File: src/design/psl_pkg.sv
// Shared types and codes for the positional shift list.
package psl_pkg;

    // Width of the position and count fields carried to every cell
    localparam int unsigned POS_W = 8;

    // Request codes on the op field
    localparam logic [1:0] OP_INSERT = 2'd0;
    localparam logic [1:0] OP_REMOVE = 2'd1;
    localparam logic [1:0] OP_READ   = 2'd2;

    // Result status codes
    localparam logic [1:0] ST_DONE    = 2'd0;
    localparam logic [1:0] ST_FULL    = 2'd1;
    localparam logic [1:0] ST_EMPTY   = 2'd2;
    localparam logic [1:0] ST_BAD_POS = 2'd3;

    // Command broadcast to every cell of the chain
    typedef struct packed {
        logic             ins;    // insert takes effect this cycle
        logic             rem;    // remove takes effect this cycle
        logic [POS_W-1:0] slot;   // 0-based target slot
        logic [POS_W-1:0] count;  // entry count before the request
    } t_cell_cmd;

endpackage

File: src/design/psl_cell.sv
// One storage cell of the shift chain: holds, loads or takes a neighbor's entry.
module psl_cell #(
    parameter int unsigned DATA_WIDTH = 32,
    parameter int unsigned INDEX      = 0
) (
    input  logic                  i_clk,
    input  psl_pkg::t_cell_cmd    i_cmd,
    input  logic [DATA_WIDTH-1:0] i_data,
    input  logic [DATA_WIDTH-1:0] i_left,
    input  logic [DATA_WIDTH-1:0] i_right,
    output logic [DATA_WIDTH-1:0] o_entry
);

    localparam logic [psl_pkg::POS_W:0] MY_IDX = (psl_pkg::POS_W + 1)'(INDEX);

    logic [DATA_WIDTH-1:0]   r_entry;
    logic [DATA_WIDTH-1:0]   n_entry;
    logic [psl_pkg::POS_W:0] w_slot;
    logic [psl_pkg::POS_W:0] w_count;

    assign w_slot  = {1'b0, i_cmd.slot};
    assign w_count = {1'b0, i_cmd.count};

    // Pick the next entry from the broadcast command and this cell's place
    always_comb begin
        n_entry = r_entry;
        if (i_cmd.ins) begin
            if (MY_IDX == w_slot) begin
                n_entry = i_data;
            end else if (MY_IDX > w_slot && MY_IDX <= w_count) begin
                n_entry = i_left;
            end
        end else if (i_cmd.rem) begin
            if (MY_IDX >= w_slot && MY_IDX + 1'b1 < w_count) begin
                n_entry = i_right;
            end
        end
    end

    // Hold the entry
    always_ff @(posedge i_clk) begin
        r_entry <= n_entry;
    end

    assign o_entry = r_entry;

endmodule

File: config.mk
export PLATFORM = sky130hd
export DESIGN_NAME = psl_cell
export DESIGN_NICKNAME = d
export VERILOG_FILES = /design/src/design/psl_pkg.sv /design/src/design/psl_cell.sv
export SDC_FILE = /design/constraint.sdc
export NUM_CORES = 1
export LEC_CHECK = 0
export ABC_AREA = 1
export BUFFER_PORTS_ARGS = -buffer_cell sky130_fd_sc_hd__buf_2
export CAP_MARGIN = 15
export CORE_MARGIN = 1.5
export CORE_UTILIZATION = 41
export CTS_CLUSTER_SIZE = 12
export DETAILED_ROUTE_END_ITERATION = 8
export PLACE_DENSITY_LB_ADDON = 0.2
export SETUP_SLACK_MARGIN = 0.5
export SLEW_MARGIN = 10
export SYNTH_ARGS = -nofsm -noshare
export SYNTH_HDL_FRONTEND = slang
export SYNTH_SLANG_ARGS = --single-unit
File: constraint.sdc
create_clock -name i_clk -period 2.61 [get_ports i_clk]
set_clock_uncertainty 0.05 [all_clocks]
set_input_delay 0 -clock i_clk [delete_from_list [all_inputs] [get_ports i_clk]]
set_output_delay 0 -clock i_clk [all_outputs]
set_load 0.02 [all_outputs]
==> run_results.csv <==
group,metric,value,unit
yosys,ys_types,16,
timing,maxClockFrequency,0.871,GHz
worst_setup_path,critPathKind,"in2reg",
final_layout,final_core_util,0.672,
floorplanning,io_pins,147,
clock_tree,cts_setup_buffers,0,
floorplanning,start_util,0.426,
placed_design,port_buffers,145,
worst_setup_path,worstPathRequired,2.50,ns
timing,fin_crit_sh,0.440,
floorplanning,die_h,73.3,um
clock_tree,cts_made_buffers,5,
yosys,synthTopCellsByArea,"edfxtp_1, nand2_1, o21bai_1",
grt,grt_max_degree,33,
clock_tree,clockRootBuffer,"clkbuf_8",
routing,drt_wl_total,5.94,mm
grt,first_global_vias,2219,
worst_setup_path,path_max_fanout,29,
timing,slew_viol_final,0,
final_layout,nets,545,
job,maxCapViolCount,0,
routing,viasPerCell,4.53,
routing,ant_nets,0,
routing,first_pass_iters,4,
status,outcome,"completed",
routing,vias,2249,
pwr,power_density,360,mW/mm2
min_path,hp-class,"in2reg",
final_layout,design_area,0.00320,mm2
final_layout,drive_above_1_share,0.381,
grt,antenna_found_initial,0,
floorplanning,die_w,73.3,um
final_layout,antennaDiodeCount,0,
yosys,yosys_warnings,0,
grt,overflow,0,
floorplanning,die_area,0.00537,mm2
clock_tree,htree_levels,2,
min_path,min_from,"i_data[28]",
worst_setup_path,worstSetupEndpointType,"register",
yosys,ys.flop_type,"edfxtp_1",
timing,worstMarginPinSlew,0.381,ns
clock_tree,cts_buffer_depth,2,
timing,slew_headroom,0.746,
grt,grt.busiest_layer,"met2",
grt,met1_usage,0.230,
final_layout,regArea,961,um2
final_layout,multi_input_area,856,um2
timing,period_needed,1.15,ns
placed_design,routabilityCongestion,0.776,
yosys,synth_fp_nets,371,
clock_tree,clock-sinks,32,
final_layout,synthToLayoutAreaGrowth,57.7,%
pwr,total_power,0.00115,W
yosys,syn_inst,256,
yosys,syn_area,0.00203,mm2
clock_tree,cts_tree,"built",
worst_setup_path,startpoint_type,"primary input",
pwr,max-vdd-ir-drop,0.000189,V
grt,grt_pass1_wl,9.29,mm
yosys,synth_commonest_cells,"nand2_1, inv_1, edfxtp_1, nand3_1, o21bai_1",
clock_tree,clkTransAtPathRegs,0.06,ns
grt,met3_usage,0.0741,
routing,route.detailed.drc,0,
final_layout,largest_register_ffs,32,
yosys,synth_area_per_cell,7.92,um2
yosys,synthArstFlopShare,0,
timing,hold_viol,0,
yosys,ys_ff_latch,32,
yosys,synth_seq_area_share,0.474,
placed_design,hpwl,3.71,mm
worst_setup_path,startpoint,"i_cmd[13]",
final_layout,n_fill_cell,418,
routing,avgRoutedWirePerCell,11.9,um
timing,setup_viol,0,
grt,gr-usage-all-layers,0.227,
pwr,p_leak,1.61,nW
yosys,yosysMostFrequentCell,"nand2_1",
grt,met2_usage,0.435,
yosys,yosysTopAreaCell,"edfxtp_1",
routing,drtIter0Drc,115,
worst_setup_path,arrival,1.03,ns
placed_design,placed_area,0.00280,mm2
yosys,synth_top_area_share,0.474,
timing,setup_tns,0,ns
floorplanning,core-area,0.00475,mm2
floorplanning,row_count,25,
timing,rsz0062_at_grt,"no",
yosys,synth_edf_count,32,
[area by class of cell]
type / instances / area share
Tap cell: 67 / 0.0262
Clock inverter: 1 / 0.00157
Clock buffer: 6 / 0.0227
Sequential cell: 32 / 0.301
Multi-Input combinational cell: 174 / 0.268
Timing Repair Buffer: 183 / 0.341
Inverter: 34 / 0.0399
[metal layers]
metal | wire length, um | part of all wire
met1 | 2210 | 0.37
met2 | 3160 | 0.53
met3 | 466 | 0.078
met4 | 100 | 0.017
met5 | 0 | 0
[cell usage in the layout (no fill, tap or decap)]
master	count
buf_2	145
nand2_1	98
inv_1	33
o21bai_1	32
nand3_1	32
dlygate4sd3_1	32
edfxtp_1	32
buf_4	6
nor2_1	5
clkbuf_8	5
nor2_2	2
nand2_2	2
nor2_8	1
inv_2	1
o21ai_0	1
a21boi_4	1
clkinv_2	1
clkbuf_1	1
[report_power, final]
part | internal [W] | total [W] | switching [W]
registers | 0.000571 | 0.000571 | 0.000000314
clock network | 0.000181 | 0.000349 | 0.000168
logic | 0.000134 | 0.000231 | 0.0000968
[repair_timing]
item	in CTS	in global routing
hold buffers	32	0
resized for setup	0	0
setup endpoints to repair	0	0
endpoints found under the hold margin	32	0
[critical path: stages]
cell and delay (ns):
buf_2 0.10, nor2_1 0.12, nand2_2 0.11, nor2_8 0.09, a21boi_4 0.22, buf_4 0.38
[cells by family after synthesis]
logic type,Yosys count,share of synthesized area
AND/OR/NAND/NOR,140,0.292
buffers and inverters,50,0.107
flip-flops,32,0.474
AO/OA/AOI/OAI,34,0.127
[per-stage QoR]
stage / hold slack [ns] / std cells / setup WS [ns]
CTS: 0.0327 / 497 / 1.45
floorplan: 0.136 / 256 / 0.713
detailed placement: 0.222 / 458 / 1.15
finish: 0.0418 / 497 / 1.46
global placement: 0.225 / 458 / 1.18
global route: 0.0546 / 497 / 1.34
[path summary, 6_finish.rpt]
kind | end | cells after the start
worst max-delay path | o_entry[19]$_DFFE_PP_ | 6
worst min-delay path | o_entry[28]$_DFFE_PP_ | 5
(Power assumes the default switching activity.)
